<file path="src/rtl/lgen_pkg.sv">
`timescale 1ns / 1ps
package lgen_pkg;

	localparam int FUNC_W    = 2;
	localparam int IDX_W     = 6;
	localparam int CELLS_W   = 64;
	localparam int REG_W     = 7;
	localparam int CFG_IDX_W = 1;

	localparam int MAX_ROWS_DEF = 64;
	localparam int MAX_COLS_DEF = 64;

	localparam logic [REG_W-1:0] ROWS_RESET = 7'd20;
	localparam logic [REG_W-1:0] COLS_RESET = 7'd40;

	typedef enum logic [FUNC_W-1:0] {
		FUNC_LOAD = 2'd0,
		FUNC_READ = 2'd1,
		FUNC_STEP = 2'd2,
		FUNC_RSVD = 2'd3
	} func_t;

	typedef enum logic [CFG_IDX_W-1:0] {
		REG_ROWS = 1'b0,
		REG_COLS = 1'b1
	} cfg_reg_t;

	typedef enum logic [2:0] {
		ST_IDLE,
		ST_READ,
		ST_GEN,
		ST_WAIT,
		ST_TAIL,
		ST_DRAIN,
		ST_RESP
	} state_t;

endpackage

</file>
<file path="src/rtl/lgen_lane.sv">
`timescale 1ns / 1ps
module lgen_lane #(
	parameter int NCOLS = lgen_pkg::MAX_COLS_DEF,
	parameter int J     = 0
) (
	input  logic [NCOLS-1:0]              above,
	input  logic [NCOLS-1:0]              mid,
	input  logic [NCOLS-1:0]              below,
	input  logic [lgen_pkg::REG_W-1:0]    cols,
	output logic                          next
);

	localparam int CW = (NCOLS > 1) ? $clog2(NCOLS) : 1;

	logic [lgen_pkg::REG_W-1:0] cols_m1;
	logic [CW-1:0]              left_idx;
	logic [CW-1:0]              right_idx;
	logic [3:0]                 total;

	// wrap at the columns in use; on narrow grids the same cell may be counted more than once
	always_comb begin
		cols_m1   = cols - 7'd1;
		left_idx  = (J == 0) ? cols_m1[CW-1:0] : CW'(J - 1);
		right_idx = (7'(J + 1) == cols) ? '0 : CW'(J + 1);
		total = 4'(above[left_idx]) + 4'(above[J]) + 4'(above[right_idx])
		      + 4'(mid[left_idx]) + 4'(mid[right_idx])
		      + 4'(below[left_idx]) + 4'(below[J]) + 4'(below[right_idx]);
		next = (total == 4'd3) || (mid[J] && (total == 4'd2));
	end

endmodule

</file>
<file path="src/rtl/lgen_row_unit.sv">
`timescale 1ns / 1ps
module lgen_row_unit #(
	parameter int NCOLS = lgen_pkg::MAX_COLS_DEF,
	parameter int AW    = 6
) (
	input  logic                          clk,
	input  logic                          arst_n,
	input  logic                          en,
	input  logic [AW-1:0]                 addr,
	input  logic [lgen_pkg::REG_W-1:0]    cols,
	input  logic [NCOLS-1:0]              above,
	input  logic [NCOLS-1:0]              mid,
	input  logic [NCOLS-1:0]              below,
	output logic                          wr_en,
	output logic [AW-1:0]                 wr_addr,
	output logic [NCOLS-1:0]              wr_data
);

	logic [NCOLS-1:0] next_w;
	logic [NCOLS-1:0] mask;
	logic [NCOLS-1:0] merged;
	logic             wr_en_s2;
	logic [AW-1:0]    wr_addr_s2;
	logic [NCOLS-1:0] wr_data_s2;

	for (genvar j = 0; j < NCOLS; j++) begin : g_lane
		lgen_lane #(
			.NCOLS (NCOLS),
			.J     (j)
		) u_lane (
			.above (above),
			.mid   (mid),
			.below (below),
			.cols  (cols),
			.next  (next_w[j])
		);
		assign mask[j] = 7'(j) < cols;
	end

	// columns outside the grid keep their old bits
	assign merged = (mid & ~mask) | (next_w & mask);

	always_ff @(posedge clk or negedge arst_n) begin
		if (!arst_n) begin
			wr_en_s2 <= 1'b0;
		end else begin
			wr_en_s2 <= en;
		end
	end

	always_ff @(posedge clk) begin
		wr_addr_s2 <= addr;
		wr_data_s2 <= merged;
	end

	assign wr_en   = wr_en_s2;
	assign wr_addr = wr_addr_s2;
	assign wr_data = wr_data_s2;

endmodule

</file>
<file path="config.mk">
export PLATFORM = sky130hd
export DESIGN_NAME = lgen_row_unit
export DESIGN_NICKNAME = d
export VERILOG_FILES = /design/src/rtl/lgen_pkg.sv /design/src/rtl/lgen_lane.sv /design/src/rtl/lgen_row_unit.sv
export SDC_FILE = /design/constraint.sdc
export NUM_CORES = 1
export LEC_CHECK = 0
export BUFFER_PORTS_ARGS = -buffer_cell sky130_fd_sc_hd__buf_2
export CAP_MARGIN = 20
export CORE_MARGIN = 2
export CORE_UTILIZATION = 49
export DETAILED_ROUTE_END_ITERATION = 12
export PLACE_DENSITY = 0.69
export REMOVE_ABC_BUFFERS = 1
export SLEW_MARGIN = 20
export SYNTH_ARGS = -nofsm -noshare
export SYNTH_HDL_FRONTEND = slang
export SYNTH_SLANG_ARGS = --single-unit
</file>
<file path="constraint.sdc">
create_clock -name clk -period 0.85 [get_ports clk]
set_input_delay 0.17 -clock clk [delete_from_list [all_inputs] [get_ports clk]]
set_output_delay 0.17 -clock clk [all_outputs]
set_load 0.01 [all_outputs]
</file>
==> flow_metrics.py, run 1 <==
metrics = {
    "placed_design": {
        "pre_cts_slack_ns": -3.96,
        "dp_hpwl_mm": 55.9,
        "portBuffers": 278,
        "place_congestion": 0.995,
    },
    "sta": {
        "slew_violations": 0,
        "rsz0062_at_grt": "yes",
        "whs_ns": 0.0876,
        "setup_viol": 135,
        "min_period_ns": 4.13,
        "slew_headroom_pct": 52.3,
        "worst_pin_slew_ns": 0.714,
        "fmax_mhz": 242,
        "hold_viol": 0,
        "timing.final.crit_share_pct": 486,
        "setup_slack_ns": -3.28,
    },
    "power_and_ir_drop": {
        "power.leakage_nw": 13.6,
        "pwr-share-clk_pct": 11.9,
        "p_sw_mw": 14.8,
        "power_frac_comb_pct": 74.2,
        "sw_frac_of_total_pct": 43.9,
        "ir_drop_mv": 1.18,
        "p_int_mw": 19.0,
        "power.density_nw_per_um2": 1200,
        "p_seq_share_pct": 13.8,
    },
    "critical_path": {
        "crit_path_end_kind": "flip-flop",
        "crit_type": "in -> reg",
        "start_kind": "input port",
        "arrival_ns": 4.45,
        "cp_data_required_time_ns": 1.17,
        "cp_max_fo": 11,
    },
    "floorplan": {
        "die_area_um2": 37500,
        "core-area_um2": 35500,
        "row_count": 69,
        "pin_count": 279,
        "die_y_um": 194,
        "die_x_um": 194,
        "initial_core_util_pct": 49.7,
    },
    "synthesis": {
        "ys_seq_area_share_pct": 8.09,
        "synth_cell_types": 47,
        "synth_edf_count": 0,
        "yosysTopAreaCell": "fa_1",
        "syn_inst": 1959,
        "ys_async_sr_fraction_pct": 1.41,
        "postSynthAreaPerCell_um2": 9.00,
        "yosys-top-cells-area": "fa_1 (29%), ha_1 (14%), mux2i_1 (10%)",
        "synth-seq-cells": 71,
        "synthesis.area_um2": 17600,
        "synthTopCellsByCount": "inv_1 (423), fa_1 (256), ha_1 (196)",
        "yosysTopAreaCellShare_pct": 29.1,
        "synth_ff_type": "dfxtp_1",
        "yosys_warnings": 0,
        "yosysMostFrequentCell": "inv_1",
    },
    "route": {
        "wl_mm": 74.8,
        "antenna_left": 0,
        "via_count": 19200,
        "via_per_inst": 5.75,
        "drc": 0,
        "dr.first_iter.drc_count": 1476,
        "drt_pass1_iterations": 6,
        "wire_per_inst_um": 22.5,
    },
    "clock_network": {
        "cts.htree.levels": 3,
        "cts_buffers": 9,
        "clk_pin_slew_ns": 0.07,
        "clk_path_buf_depth": 2,
        "cts_root_buffer": "clkbuf_16",
        "cts_tree": "yes",
        "clkSinkCount": 71,
    },
    "grt": {
        "grt_pass1_vias": 20400,
        "antenna_found_initial": 1,
        "grt_max_degree": 53,
        "gr-total-overflow": 0,
        "gr-usage-all-layers_pct": 38.4,
        "grt_pass1_wl_mm": 111,
    },
    "flow_run": {
        "max_cap_violations": 0,
    },
    "status": {
        "outcome": "complete, but fails checks",
        "violations": "setup timing",
    },
    "final_layout": {
        "nNetsFinal": 3522,
        "drive_gt1_share_pct": 51.9,
        "final_util_pct": 79.6,
        "syn_to_final_growth_pct": 60.2,
    },
    "hold_path": {
        "hp-class": "in -> async",
    },
}
-- cell usage in the layout, fill, tap and decap left out, types with 8 or more instances in the layout --
cell | Yosys | routed
dfxtp_1 | 70 | 49
nor2b_4 | 0 | 8
inv_2 | 0 | 10
mux4_2 | 48 | 48
fa_1 | 256 | 132
o21a_1 | 40 | 40
inv_1 | 423 | 410
fa_2 | 0 | 124
clkbuf_16 | 0 | 9
nand2_4 | 0 | 11
o22a_1 | 17 | 16
buf_2 | 7 | 244
a31oi_1 | 11 | 11
a21oi_2 | 0 | 44
nor2_4 | 0 | 40
mux2i_1 | 180 | 97
nor3_2 | 2 | 33
mux2i_4 | 0 | 53
nor2_2 | 1 | 29
buf_8 | 0 | 14
o22ai_1 | 13 | 11
dfxtp_2 | 0 | 21
o21ai_1 | 2 | 9
ha_4 | 0 | 9
nand2_1 | 38 | 20
nand2b_1 | 68 | 65
a21oi_1 | 113 | 67
mux2i_2 | 0 | 30
nand3_1 | 29 | 21
buf_4 | 3 | 557
buf_12 | 0 | 22
nor2_1 | 173 | 105
o21ai_0 | 42 | 34
buf_6 | 2 | 107
ha_1 | 196 | 186
nor2b_1 | 71 | 62
dlygate4sd3_1 | 0 | 8
-- path summary, 6_finish.rpt --
check / start / end / slack (ns) / cells after the start
setup / recovery: cols[0] / wr_data[0]$_DFF_P_ / -3.28 / 19
hold / removal: arst_n / wr_en$_DFF_PN0_ / 0.09 / 2
max in group asynchronous: arst_n / wr_en$_DFF_PN0_ / 0.68 / 2
min in group clk: mid[42] / wr_data[42]$_DFF_P_ / 0.10 / 2
-- per-stage QoR --
step	total power, mW	instance area, um^2	std cells	setup TNS, ns
global route	36.4	28300	3329	-155.82
finish	33.8	28300	3330	-148.60
CTS	31.5	27000	3296	-145.09
floorplan	17.1	17300	1893	-140.29
detailed placement	24.8	23700	3204	-182.22
global placement	23.6	23700	3204	-177.45
-- sequential cells by signal, summed over array words and instances (netlist names) --
signal and cells:
wr_data 64, wr_addr 6, wr_en 1
-- kinds of logic after synthesis --
| logic type | synth area share, % |
|---|---|
| AOI/OAI and AO/OA | 8.79 |
| and+or+nand+nor | 13.0 |
| adders and majority gates | 43.0 |
| DFF | 8.09 |
| xor gates and xnor gates | 0.192 |
| buffers and inverters | 10.6 |
| muxes | 16.3 |
-- power groups by stage --
stage	logic, mW	clock network [mW]	registers [mW]
floorplan	11.9	0	5.18
CTS	22.9	4.10	4.59
global placement	19.0	0	4.61
finish	25.1	4.03	4.68
detailed placement	20.2	0	4.62
global route	27.5	4.19	4.76
-- metal layers --
| metal | vias to the layer above | GRT usage [%] | part of all wire (%) |
|---|---|---|---|
| li1 | 8230 | - | - |
| met1 | 9372 | 47.9 | 36 |
| met2 | 1179 | 61.9 | 46 |
| met3 | 376 | 7.65 | 9.7 |
| met4 | 0 | 22.6 | 7.6 |
| met5 | - | 0 | 0 |
-- final cells by class --
class | count | area, um^2
diodes | 2 | 5.00
inverters | 423 | 1600
clock inverters | 6 | 61.3
clock buffers | 10 | 229
well taps | 461 | 577
multi-input cells | 1399 | 16800
flip-flops and latches | 71 | 1450
repair buffers | 958 | 7510
fillers | 2059 | 7230
-- critical path: stages --
cell	delay, ns
buf_12	0.10
inv_6	0.05
ha_4	0.32
buf_6	0.13
buf_12	0.13
mux4_2	0.32
nor2b_4	0.16
nor4_4	0.36
nor4b_4	0.07
ha_1	0.31
fa_1	0.54
inv_1	0.05
fa_1	0.51
inv_2	0.06
fa_2	0.39
inv_2	0.06
fa_2	0.41
a21o_1	0.17
a21oi_2	0.10
-- what timing repair did --
| item | in CTS | in global routing |
|---|---|---|
| pin swaps | 197 | 154 |
| hold buffers | 8 | 0 |
| setup endpoints to repair | 135 | 135 |
| endpoints found under the hold margin | 8 | 0 |
| gates cloned | 5 | 0 |
| buffers inserted | 67 | 32 |
| resized for setup | 607 | 204 |
No activity file was read; power rests on OpenSTA's default activity.
==> run 2, diff against run 1 <==
==> constraint.sdc (replaced) <==
create_clock -name clk -period 4.65 [get_ports clk]
set_input_delay 0.93 -clock clk [delete_from_list [all_inputs] [get_ports clk]]
set_output_delay 0.93 -clock clk [all_outputs]
set_load 0.01 [all_outputs]
==> flow_metrics.py, run 2 (synthesis results as in run 1) <==
metrics = {
    "floorplan": {
        "die_y_um": 194,
        "initial_core_util_pct": 49.7,
        "row_count": 69,
        "die_area_um2": 37500,
        "die_x_um": 194,
        "core-area_um2": 35500,
        "pin_count": 279,
    },
    "critical_path": {
        "crit_type": "in -> reg",
        "crit_chain": "buf_2, buf_4, or4_4, nor2_2, xnor2_2, nand2_1, buf_4, nor4_1, nor4_4, fa_1, inv_1, fa_1, inv_2, fa_2, inv_2, fa_2, a21o_1, a21oi_2",
        "arrival_ns": 5.24,
        "cp_data_required_time_ns": 4.97,
        "cp.depth": 18,
        "critical-path-top-delay-family": "adder cells",
        "worst-path-buf-inv": 6,
        "cpPeakStageDelay_ns": 0.58,
        "cp_max_fo": 13,
        "setup.worst_path.end": "wr_data[0]$_DFF_P_",
        "crit_slowest_cell": "nor4_1",
        "start_kind": "input port",
        "crit_path_end_kind": "flip-flop",
        "critPathLaunch": "cols[1]",
    },
    "clock_network": {
        "cts_tree": "yes",
        "clk_path_buf_depth": 2,
        "ctsHoldBuffers": 0,
        "cts_buffers": 9,
        "cts_root_buffer": "clkbuf_16",
        "clkSinkCount": 71,
        "cts.htree.levels": 3,
        "clk_pin_slew_ns": 0.07,
    },
    "sta": {
        "worst_pin_slew_ns": 1.07,
        "min_period_ns": 4.92,
        "setup_viol": 1,
        "rsz0062_at_grt": "yes",
        "hold_viol": 0,
        "timing.final.crit_share_pct": 106,
        "slew_violations": 0,
        "slew_headroom_pct": 28.2,
        "setup_slack_ns": -0.269,
        "fmax_mhz": 203,
    },
    "route": {
        "via_per_inst": 5.72,
        "wl_mm": 62.2,
        "antenna_left": 0,
        "dr.first_iter.drc_count": 1107,
        "via_count": 16500,
        "drc": 0,
        "drt_pass1_iterations": 5,
        "wire_per_inst_um": 21.6,
    },
    "placed_design": {
        "place_congestion": 1.00,
        "dp_cells": 2856,
        "portBuffers": 278,
        "dp_hpwl_mm": 52.7,
        "pre_cts_slack_ns": -0.933,
    },
    "final_layout": {
        "finalNonFillerCells": 2877,
        "multi_input_area_um2": 14500,
        "fillerInstances": 3110,
        "register_area_um2": 1430,
        "nNetsFinal": 3070,
        "largest_register_ffs": 64,
        "syn_to_final_growth_pct": 22.6,
        "final_common_cell": "inv_1",
        "drive_gt1_share_pct": 25.2,
        "mostFrequentLayoutCells": "inv_1 (418), buf_2 (277), fa_1 (254), buf_4 (218), ha_1 (194)",
    },
    "grt": {
        "grtUsageMet2_pct": 53.3,
        "antenna_found_initial": 2,
        "busiest_layer": "met2",
        "grt_use_met1_pct": 43.0,
        "grt_util_met3_pct": 6.84,
        "grt_pass1_wl_mm": 96.3,
        "grt_pass1_vias": 17300,
        "gr-usage-all-layers_pct": 33.6,
        "gr-total-overflow": 0,
        "grt_max_degree": 55,
    },
    "status": {
        "outcome": "complete, but fails checks",
        "violations": "setup timing",
    },
    "power_and_ir_drop": {
        "power.density_nw_per_um2": 236,
        "power.leakage_nw": 10.8,
        "ir_drop_mv": 0.202,
    },
    "hold_path": {
        "hp-class": "in -> async",
    },
    "flow_run": {
        "max_cap_violations": 0,
    },
}
[run 2: layer usage]
layer  vias up  wire length [um]
li1       7313                 -
met3       224              5830
met1      8028             24200
met5         -                88
met4         4              3680
met2       889             28400
[run 2: worst min path at each step]
stage	start	to
global placement	arst_n	wr_en$_DFF_PN0_
finish	arst_n	wr_en$_DFF_PN0_
global route	arst_n	wr_en$_DFF_PN0_
CTS	arst_n	wr_en$_DFF_PN0_
detailed placement	arst_n	wr_en$_DFF_PN0_
floorplan	arst_n	wr_en$_DFF_PN0_
[run 2: report_power, final]
group | leakage (nW) | switching (mW) | internal (mW)
Combinational | 10.0 | 1.91 | 1.63
Sequential | 0.597 | 0.0393 | 0.790
Clock | 0.135 | 0.342 | 0.394
Total | 10.8 | 2.29 | 2.81
[run 2: through the flow]
step | hold WS (ns) | total power, mW | cell area (um^2) | TNS [ns] | utilization (%)
floorplan | 0.634 | 3.12 | 17300 | -1.30 | -
global placement | 0.704 | 4.11 | 21100 | -3.90 | 59.3
detailed placement | 0.707 | 4.29 | 21100 | -5.04 | 59.3
CTS | 0.288 | 5.09 | 21500 | -0.258 | 60.6
global route | 0.287 | 5.64 | 21600 | -0.445 | 60.9
finish | 0.309 | 5.11 | 21600 | -0.269 | 60.9
[run 2: final cells by class]
type                    count  share of cell area [%]
diodes                      1                  0.0116
clock buffers              11                    1.17
clock inverters             5                   0.185
inverters                 423                    7.37
multi-input cells        1399                    67.2
flip-flops and latches     71                    6.60
well taps                 461                    2.67
repair buffers            506                    14.8
[run 2: timing repair]
item / 4_1_cts / 5_1_grt
resized for setup: 27 / 23
pin swaps: 15 / 12
setup buffers: 2 / 2
endpoints found under the hold margin: 0 / 0
endpoints found under the setup margin: 2 / 5
